<file path="config.mk">
export PLATFORM = sky130hd
export DESIGN_NAME = fast_path_input_pdu_parser_top
export DESIGN_NICKNAME = d
export VERILOG_FILES = /design/src/rtl/core/fpp_pkg.sv /design/src/rtl/core/fast_path_input_pdu_parser_top.sv
export SDC_FILE = /design/constraint.sdc
export NUM_CORES = 1
export LEC_CHECK = 0
export CORE_MARGIN = 2
export CORE_UTILIZATION = 40
export DETAILED_ROUTE_END_ITERATION = 10
export DONT_BUFFER_PORTS = 1
export GPL_TIMING_DRIVEN = 0
export PLACE_DENSITY = 0.51
export SYNTH_ARGS = -nofsm -noshare
export SYNTH_HDL_FRONTEND = slang
export SYNTH_SLANG_ARGS = --single-unit
export TNS_END_PERCENT = 30
</file>
<file path="constraint.sdc">
create_clock -name clk -period 3.9 [get_ports clk]
set_input_delay 0.39 -clock clk [delete_from_list [all_inputs] [get_ports clk]]
set_output_delay 0.39 -clock clk [all_outputs]
set_load 0.01 [all_outputs]
</file>
<file path="src/rtl/core/fpp_pkg.sv">
package fpp_pkg;

	// Parser phases within one PDU.
	typedef enum logic [2:0] {
		PH_HDR,
		PH_LEN1,
		PH_LEN2,
		PH_NUM,
		PH_EVH,
		PH_PAY,
		PH_DONE,
		PH_SINK
	} phase_t;

	// Record kinds.
	localparam logic [2:0] KIND_KEY       = 3'd0;
	localparam logic [2:0] KIND_MOUSE     = 3'd1;
	localparam logic [2:0] KIND_MOUSE_EXT = 3'd2;
	localparam logic [2:0] KIND_SYNC      = 3'd3;
	localparam logic [2:0] KIND_UNICODE   = 3'd4;
	localparam logic [2:0] KIND_REL_MOUSE = 3'd5;
	localparam logic [2:0] KIND_TIMESTAMP = 3'd6;
	localparam logic [2:0] KIND_END       = 3'd7;

	// Event code that has no meaning.
	localparam logic [2:0] CODE_UNKNOWN = 3'd7;

	// Closing status codes.
	localparam logic [2:0] ST_OK         = 3'd0;
	localparam logic [2:0] ST_BAD_ACTION = 3'd1;
	localparam logic [2:0] ST_ENCRYPTED  = 3'd2;
	localparam logic [2:0] ST_LEN_MISM   = 3'd3;
	localparam logic [2:0] ST_UNKNOWN    = 3'd4;
	localparam logic [2:0] ST_TRUNCATED  = 3'd5;
	localparam logic [2:0] ST_TRAILING   = 3'd6;

	// Header flag bits, found in bits 7..6 of the header byte.
	localparam logic [1:0] HDR_FLAG_CHECKSUM = 2'h1;
	localparam logic [1:0] HDR_FLAG_ENCRYPT  = 2'h2;

	localparam int LEN_W       = 15;
	localparam int PAYLOAD_W   = 48;
	localparam int OUT_TDATA_W = 72;
	localparam int IN_TDATA_W  = 8;

	// One result record.
	typedef struct packed {
		logic [2:0]  kind;
		logic [2:0]  key_flags;
		logic [15:0] pointer_flags;
		logic [31:0] value_a;
		logic [15:0] value_b;
		logic [2:0]  status;
		logic        last;
	} rec_t;

	// Payload length in bytes for each event code.
	function automatic logic [2:0] payload_len(input logic [2:0] code);
		logic [2:0] len;
		case (code)
			3'd0: len = 3'd1;
			3'd1: len = 3'd6;
			3'd2: len = 3'd6;
			3'd3: len = 3'd0;
			3'd4: len = 3'd2;
			3'd5: len = 3'd6;
			3'd6: len = 3'd4;
			default: len = 3'd0;
		endcase
		return len;
	endfunction

endpackage

</file>
<file path="src/rtl/core/fast_path_input_pdu_parser_top.sv">
// Fast-path input PDU parser. PDU bytes enter on the s_ stream, one byte per word, with
// s_tlast on the final byte of each PDU. The parser checks the header, reads the one- or
// two-byte length and the event count, and sends one record on the m_ stream for every
// completed event, followed by a closing status record (kind 7, m_tlast high) after the
// final byte. Events of a PDU that closes with a nonzero status are sent before the status
// is known, so the consumer must drop them. Each byte is parsed in the cycle it is accepted,
// and its records are offered on the m_ stream from the next cycle on. A byte is taken every
// cycle as long as the four-entry result queue has room for two records; a final byte that
// also completes an event yields two records, and the queue absorbs the second one, so with
// a ready consumer the input keeps taking one byte per cycle.
module fast_path_input_pdu_parser_top (
	input  logic                                clk,
	input  logic                                arst_n,
	input  logic                                s_tvalid,
	output logic                                s_tready,
	input  logic [fpp_pkg::IN_TDATA_W-1:0]      s_tdata,  // [7:0] in_byte
	input  logic                                s_tlast,  // pdu_end
	output logic                                m_tvalid,
	input  logic                                m_tready,
	// [2:0] key_flags, [18:3] pointer_flags, [50:19] value_a, [66:51] value_b,
	// [69:67] status, [71:70] zero
	output logic [fpp_pkg::OUT_TDATA_W-1:0]     m_tdata,
	output logic [2:0]                          m_tuser,  // [2:0] out_kind
	output logic                                m_tlast   // last
);
	import fpp_pkg::*;

	// Parser state.
	phase_t               phase_q;
	logic [LEN_W-1:0]     decl_len_q;
	logic [LEN_W-1:0]     byte_cnt_q;
	logic                 cnt_over_q;
	logic [7:0]           events_left_q;
	logic [2:0]           cur_code_q;
	logic [4:0]           cur_flags_q;
	logic [2:0]           pay_idx_q;
	logic [PAYLOAD_W-1:0] pay_q;
	logic [2:0]           err_q;

	// Next-state values.
	phase_t               n_phase;
	logic [LEN_W-1:0]     n_decl_len;
	logic [LEN_W-1:0]     n_byte_cnt;
	logic                 n_cnt_over;
	logic [7:0]           n_events_left;
	logic [2:0]           n_cur_code;
	logic [4:0]           n_cur_flags;
	logic [2:0]           n_pay_idx;
	logic [PAYLOAD_W-1:0] n_pay;
	logic [2:0]           n_err;

	logic [7:0] in_byte;
	logic       pdu_end;
	logic       acc;
	logic       ev_emit;
	rec_t       ev_rec;
	rec_t       st_rec;
	logic [2:0] fin_status;

	// Result queue.
	rec_t       fifo_q [4];
	logic [1:0] wr_ptr_q;
	logic [1:0] rd_ptr_q;
	logic [2:0] fill_q;
	logic       push0;
	logic       push1;
	rec_t       rec0;
	logic       pop;
	rec_t       head;

	assign in_byte = s_tdata[7:0];
	assign pdu_end = s_tlast;
	assign acc     = s_tvalid && s_tready;

	// Build an event record from the code, flags and collected payload.
	function automatic rec_t make_event(input logic [2:0] code, input logic [4:0] flags,
			input logic [PAYLOAD_W-1:0] s);
		rec_t r;
		r = '0;
		case (code)
			KIND_KEY: begin
				r.kind      = KIND_KEY;
				r.key_flags = flags[2:0];
				r.value_a   = {24'd0, s[7:0]};
			end
			KIND_MOUSE, KIND_MOUSE_EXT, KIND_REL_MOUSE: begin
				r.kind          = code;
				r.pointer_flags = s[15:0];
				r.value_a       = {16'd0, s[31:16]};
				r.value_b       = s[47:32];
			end
			KIND_SYNC: begin
				r.kind    = KIND_SYNC;
				r.value_a = {27'd0, flags};
			end
			KIND_UNICODE: begin
				r.kind      = KIND_UNICODE;
				r.key_flags = {2'b00, flags[0]};
				r.value_a   = {16'd0, s[15:0]};
			end
			default: begin
				r.kind    = KIND_TIMESTAMP;
				r.value_a = s[31:0];
			end
		endcase
		return r;
	endfunction

	// Per-byte parse step.
	always_comb begin
		n_phase       = phase_q;
		n_decl_len    = decl_len_q;
		n_byte_cnt    = byte_cnt_q;
		n_cnt_over    = cnt_over_q;
		n_events_left = events_left_q;
		n_cur_code    = cur_code_q;
		n_cur_flags   = cur_flags_q;
		n_pay_idx     = pay_idx_q;
		n_pay         = pay_q;
		n_err         = err_q;
		ev_emit       = 1'b0;

		// Byte count saturates; an overflowing PDU always mismatches its length.
		if (byte_cnt_q == {LEN_W{1'b1}}) begin
			n_cnt_over = 1'b1;
		end else begin
			n_byte_cnt = byte_cnt_q + 1'b1;
		end

		case (phase_q)
			PH_HDR: begin
				if (in_byte[1:0] != 2'b00) begin
					n_err   = ST_BAD_ACTION;
					n_phase = PH_SINK;
				end else if ((in_byte[7:6] & (HDR_FLAG_ENCRYPT | HDR_FLAG_CHECKSUM))
						!= 2'b00) begin
					n_err   = ST_ENCRYPTED;
					n_phase = PH_SINK;
				end else begin
					n_events_left = {4'd0, in_byte[5:2]};
					n_phase       = PH_LEN1;
				end
			end
			PH_LEN1: begin
				if (in_byte[7]) begin
					n_decl_len = {in_byte[6:0], 8'd0};
					n_phase    = PH_LEN2;
				end else begin
					n_decl_len = {7'd0, in_byte};
					n_phase    = (events_left_q == 8'd0) ? PH_NUM : PH_EVH;
				end
			end
			PH_LEN2: begin
				n_decl_len = decl_len_q | {7'd0, in_byte};
				n_phase    = (events_left_q == 8'd0) ? PH_NUM : PH_EVH;
			end
			PH_NUM: begin
				n_events_left = in_byte;
				n_phase       = (in_byte != 8'd0) ? PH_EVH : PH_DONE;
			end
			PH_EVH: begin
				n_cur_code  = in_byte[7:5];
				n_cur_flags = in_byte[4:0];
				n_pay       = '0;
				n_pay_idx   = 3'd0;
				if (in_byte[7:5] == CODE_UNKNOWN) begin
					n_err   = ST_UNKNOWN;
					n_phase = PH_SINK;
				end else if (payload_len(in_byte[7:5]) == 3'd0) begin
					ev_emit       = 1'b1;
					n_events_left = events_left_q - 1'b1;
					n_phase       = (n_events_left != 8'd0) ? PH_EVH : PH_DONE;
				end else begin
					n_phase = PH_PAY;
				end
			end
			PH_PAY: begin
				// Payload bytes land little-endian in the collect register.
				for (int i = 0; i < PAYLOAD_W / 8; i++) begin
					if (pay_idx_q == 3'(i)) begin
						n_pay[8*i +: 8] = in_byte;
					end
				end
				n_pay_idx = pay_idx_q + 1'b1;
				if (n_pay_idx >= payload_len(cur_code_q)) begin
					ev_emit       = 1'b1;
					n_events_left = events_left_q - 1'b1;
					n_phase       = (n_events_left != 8'd0) ? PH_EVH : PH_DONE;
				end
			end
			PH_DONE: begin
				n_err   = ST_TRAILING;
				n_phase = PH_SINK;
			end
			default: begin
			end
		endcase

		// Closing status, in order of precedence.
		if (n_err == ST_BAD_ACTION || n_err == ST_ENCRYPTED) begin
			fin_status = n_err;
		end else if (n_phase == PH_HDR || n_phase == PH_LEN1 || n_phase == PH_LEN2) begin
			fin_status = ST_TRUNCATED;
		end else if (n_cnt_over || n_decl_len != n_byte_cnt) begin
			fin_status = ST_LEN_MISM;
		end else if (n_err == ST_UNKNOWN) begin
			fin_status = ST_UNKNOWN;
		end else if (n_phase == PH_NUM || n_phase == PH_EVH || n_phase == PH_PAY) begin
			fin_status = ST_TRUNCATED;
		end else if (n_err == ST_TRAILING) begin
			fin_status = ST_TRAILING;
		end else begin
			fin_status = ST_OK;
		end

		ev_rec        = make_event(n_cur_code, n_cur_flags, n_pay);
		st_rec        = '0;
		st_rec.kind   = KIND_END;
		st_rec.status = fin_status;
		st_rec.last   = 1'b1;

		// The final byte returns the parser to its idle state.
		if (pdu_end) begin
			n_phase       = PH_HDR;
			n_decl_len    = '0;
			n_byte_cnt    = '0;
			n_cnt_over    = 1'b0;
			n_events_left = '0;
			n_cur_code    = '0;
			n_cur_flags   = '0;
			n_pay_idx     = '0;
			n_pay         = '0;
			n_err         = ST_OK;
		end
	end

	// Parser state registers.
	always_ff @(posedge clk or negedge arst_n) begin
		if (!arst_n) begin
			phase_q       <= PH_HDR;
			decl_len_q    <= '0;
			byte_cnt_q    <= '0;
			cnt_over_q    <= 1'b0;
			events_left_q <= '0;
			cur_code_q    <= '0;
			cur_flags_q   <= '0;
			pay_idx_q     <= '0;
			pay_q         <= '0;
			err_q         <= ST_OK;
		end else if (acc) begin
			phase_q       <= n_phase;
			decl_len_q    <= n_decl_len;
			byte_cnt_q    <= n_byte_cnt;
			cnt_over_q    <= n_cnt_over;
			events_left_q <= n_events_left;
			cur_code_q    <= n_cur_code;
			cur_flags_q   <= n_cur_flags;
			pay_idx_q     <= n_pay_idx;
			pay_q         <= n_pay;
			err_q         <= n_err;
		end
	end

	// Up to two records enter the queue per accepted word, event first.
	assign push0    = acc && (ev_emit || pdu_end);
	assign push1    = acc && ev_emit && pdu_end;
	assign rec0     = ev_emit ? ev_rec : st_rec;
	assign pop      = m_tvalid && m_tready;
	assign s_tready = (fill_q <= 3'd2);

	// Queue storage.
	always_ff @(posedge clk) begin
		if (push0) begin
			fifo_q[wr_ptr_q] <= rec0;
		end
		if (push1) begin
			fifo_q[wr_ptr_q + 2'd1] <= st_rec;
		end
	end

	// Queue pointers and fill level.
	always_ff @(posedge clk or negedge arst_n) begin
		if (!arst_n) begin
			wr_ptr_q <= '0;
			rd_ptr_q <= '0;
			fill_q   <= '0;
		end else begin
			wr_ptr_q <= wr_ptr_q + {1'b0, push0} + {1'b0, push1};
			rd_ptr_q <= rd_ptr_q + {1'b0, pop};
			fill_q   <= fill_q + {2'b00, push0} + {2'b00, push1} - {2'b00, pop};
		end
	end

	// Output word from the queue head.
	assign head     = fifo_q[rd_ptr_q];
	assign m_tvalid = (fill_q != 3'd0);
	assign m_tuser  = head.kind;
	assign m_tlast  = head.last;
	assign m_tdata  = {2'b00, head.status, head.value_b, head.value_a,
		head.pointer_flags, head.key_flags};

endmodule

</file>
==> key figures <==
Timing
  – Clock Skew: 0.0184 ns
  – Final WS setup: 0.134 ns
  – RSZ-0062 raised after global routing: true
  – Final hold violation count: 0
  – Slew of the pin with the lowest slew margin: 1.15 ns
  – Post-route minimum period: 3.77 ns
  – Slew margin rel.: 22.9%
  – Fin crit share: 96.6%
  – Max-slew violation count: 0
  – Achievable frequency: 266 MHz
  – Final Setup Violations: 0

Critical path
  – Worst R2R Path Depth: 11
  – R2R Path Start: phase_q[1]
  – Startpoint types: flip-flop
  – FF-to-FF End: fifo_q[0][34]
  – Worst EP arrival: 4.26 ns
  – CP Max Fanout: 10
  – Worst Setup Path Type: flip-flop to flip-flop
  – R2R Setup Slk: 0.13 ns
  – Worst Path Required: 4.39 ns
  – CP Capture Type: flip-flop

Global routing
  – Antenna violations before repair: 1
  – GRT Resource Usage Total: 27.4%
  – Vias in the first global route: 15100
  – Remaining Overflow, GRT: 0
  – Largest net degree at the start of global routing: 112
  – First-pass GRT wire length: 99.0 mm

Logic synthesis
  – Netlist cell types: 81
  – Synth top area cells: dfxtp_1 (30%), dfrtp_1 (15%), mux4_2 (8.9%), o2bb2ai_1 (6.7%), a22o_1 (5.2%)
  – Mean Syn Cell Area: 10.5 µm²
  – Flop and latch count out of synthesis: 407
  – Post-synth ARST share: 27.3%
  – Post-Synthesis Cells: 1792
  – Post-synthesis sequential area ratio: 47.0%
  – Ys Warns: 0
  – Post-synth EDFFs: 12
  – Yosys top cell by area: dfxtp_1
  – Commonest cells in the netlist: dfxtp_1 (284), nand2_1 (192), o2bb2ai_1 (143)
  – Synth Flop Type: dfxtp_1
  – Synth top area share: 30.3%
  – Count leader, synth: dfxtp_1
  – Cell Area, Synth: 0.0188 mm²

Clocking
  – Clk buf depth: 3
  – CTS clk-pin slew, worst paths: 0.06 ns
  – CTS tree: yes
  – Clk sinks: 407
  – H-tree depth: 2
  – CTS buffer count: 46
  – Clk_lat worst skew: 0.58 ns
  – CTS root buf: clkbuf_16

Hold path
  – Hold Startpoint: m_tready
  – Hold path depth: 2
  – HP Class: input pin to flip-flop
  – Hold EP: rd_ptr_q[0]

Drt
  – Via count: 15600
  – Post-DR wirelength/cell: 26.7 µm
  – Initial DRC Count: 1377
  – Post-DRT Antenna Nets: 0
  – DRC: 0
  – Routed WL: 66.4 mm
  – First-pass DRT Iterations: 5
  – Vias/cell: 6.28

Die
  – Initial Utilization: 40.4%
  – Die area: 0.0486 mm²
  – Top-level I/O count: 91
  – Chip height: 221 µm
  – Core area: 0.0465 mm²
  – Row Count: 79
  – Die X: 221 µm

Cells and area
  – Diodes inserted: 0
  – Final Non-Filler Cells: 2483
  – Share of cells above drive strength 1: 11.6%
  – Final core occ: 45.4%
  – Nets: 1877
  – P&R area growth vs syn: 12.4%

Place
  – Port-buffer cells: 0
  – Placed cells: 2400
  – Setup WS pre-CTS: -0.692 ns
  – Routability cong.: 0.916
  – DP HPWL: 46.8 mm

Power
  – Pwr/cell area: 665 mW/mm²
  – Pleak: 0.00780 µW
  – Max VDD drop: 0.394 mV
  – Power Total: 14000 µW

Job
  – Max-cap violations: 0

Outcome
  – Status: completed
[placed cells by master, fill, tap and decap left out, drive strengths merged, types with 27 or more instances in the layout]
cell / synthesis / final
clkbuf: 125 / 198
nand3: 60 / 60
mux4: 74 / 74
inv: 27 / 27
buf: 38 / 40
a32o: 27 / 27
dfrtp: 111 / 111
o2bb2ai: 143 / 143
and3: 35 / 35
a21oi: 68 / 68
dfxtp: 284 / 284
nor3: 28 / 28
a22o: 111 / 111
nand2: 193 / 193
nor2: 52 / 52
o21ai: 98 / 98
a22oi: 38 / 38
[flip-flops by register name (all words and copies together) (netlist names), 5 cells and up]
register / count
decl_len_q: 15
pay_q: 48
fifo_q: 296
cur_flags_q: 5
events_left_q: 8
byte_cnt_q: 15
[final cells by class]
type                    instances  area, µm²
multi-input cells            1193       9250
well taps                     607        759
fillers                      4468      25400
clock inverters                 6       66.3
plain buffers                 162        692
repair buffers                  2       37.5
clock buffers                  76       1350
flip-flops and latches        407       8820
inverters                      30        113
[report_power, final]
group	total (µW)	switching, µW	internal [µW]
logic	4930	3250	1680
clock network	4170	1760	2410
registers	4920	310	4610
[cell families (layout without fill, tap and decap cells)]
kind of cell | count (synthesis) | count (layout) | synth area share (%)
muxes | 90 | 90 | 9.77
adders and majority gates | 23 | 23 | 1.64
AOI/OAI and AO/OA | 610 | 610 | 24.7
other | 1 | 2 | 0.0200
xor gates and xnor gates | 30 | 30 | 1.44
DFF | 407 | 407 | 47.0
buffers and inverters | 193 | 276 | 4.08
and+or+nand+nor | 438 | 438 | 11.3
[how the worst max path moves through the flow]
stage,start,end,depth (start not counted)
final,phase_q[1],fifo_q[0][34],11
after global routing,rd_ptr_q[1],m_tdata[42],3
after CTS,cur_code_q[0],fill_q[2],16
after detailed placement,cur_code_q[0],fifo_q[0][1],13
after global placement,cur_code_q[0],fifo_q[0][1],13
after floorplan,cur_code_q[0],fill_q[2],16
[worst max-delay path, cell delays in order, from the launching register on]
cell and delay [ns]:
dfrtp_1 0.39, nand2b_1 0.15, clkbuf_1 0.29, nor2_1 0.34, mux2i_1 0.77, nand2_1 0.29, o21ai_0 0.27, and2_1 0.16
buf_2 0.19, buf_2 0.28, a22oi_1 0.26, a211oi_1 0.30
[through the flow]
stage                     hold slack, ns  area (µm²)  setup TNS (ns)
after floorplan                   0.0944       18800               0
after global placement             0.101       19500          -47.35
after detailed placement           0.101       19500          -52.96
after CTS                         0.0955       21000         -0.0190
after global routing               0.111       21100          -0.380
final                              0.124       21100               0
[metal layers]
| metal | track usage [%] | routed length [µm] |
|---|---|---|
| met5 | 0 | 0 |
| met2 | 41.1 | 29300 |
| met1 | 39.3 | 30100 |
| met3 | 5.79 | 4950 |
| met4 | 8.78 | 2020 |
[repair_timing]
action                                  CTS  global route
endpoints found under the hold margin   111             0
gates resized for setup                  21            33
hold buffers                              2             0
endpoints found under the setup margin  145           184
setup buffers                             0             0
cloned                                    0             0
pin swaps                                 0             1
Power figures use the tool's default switching activity.
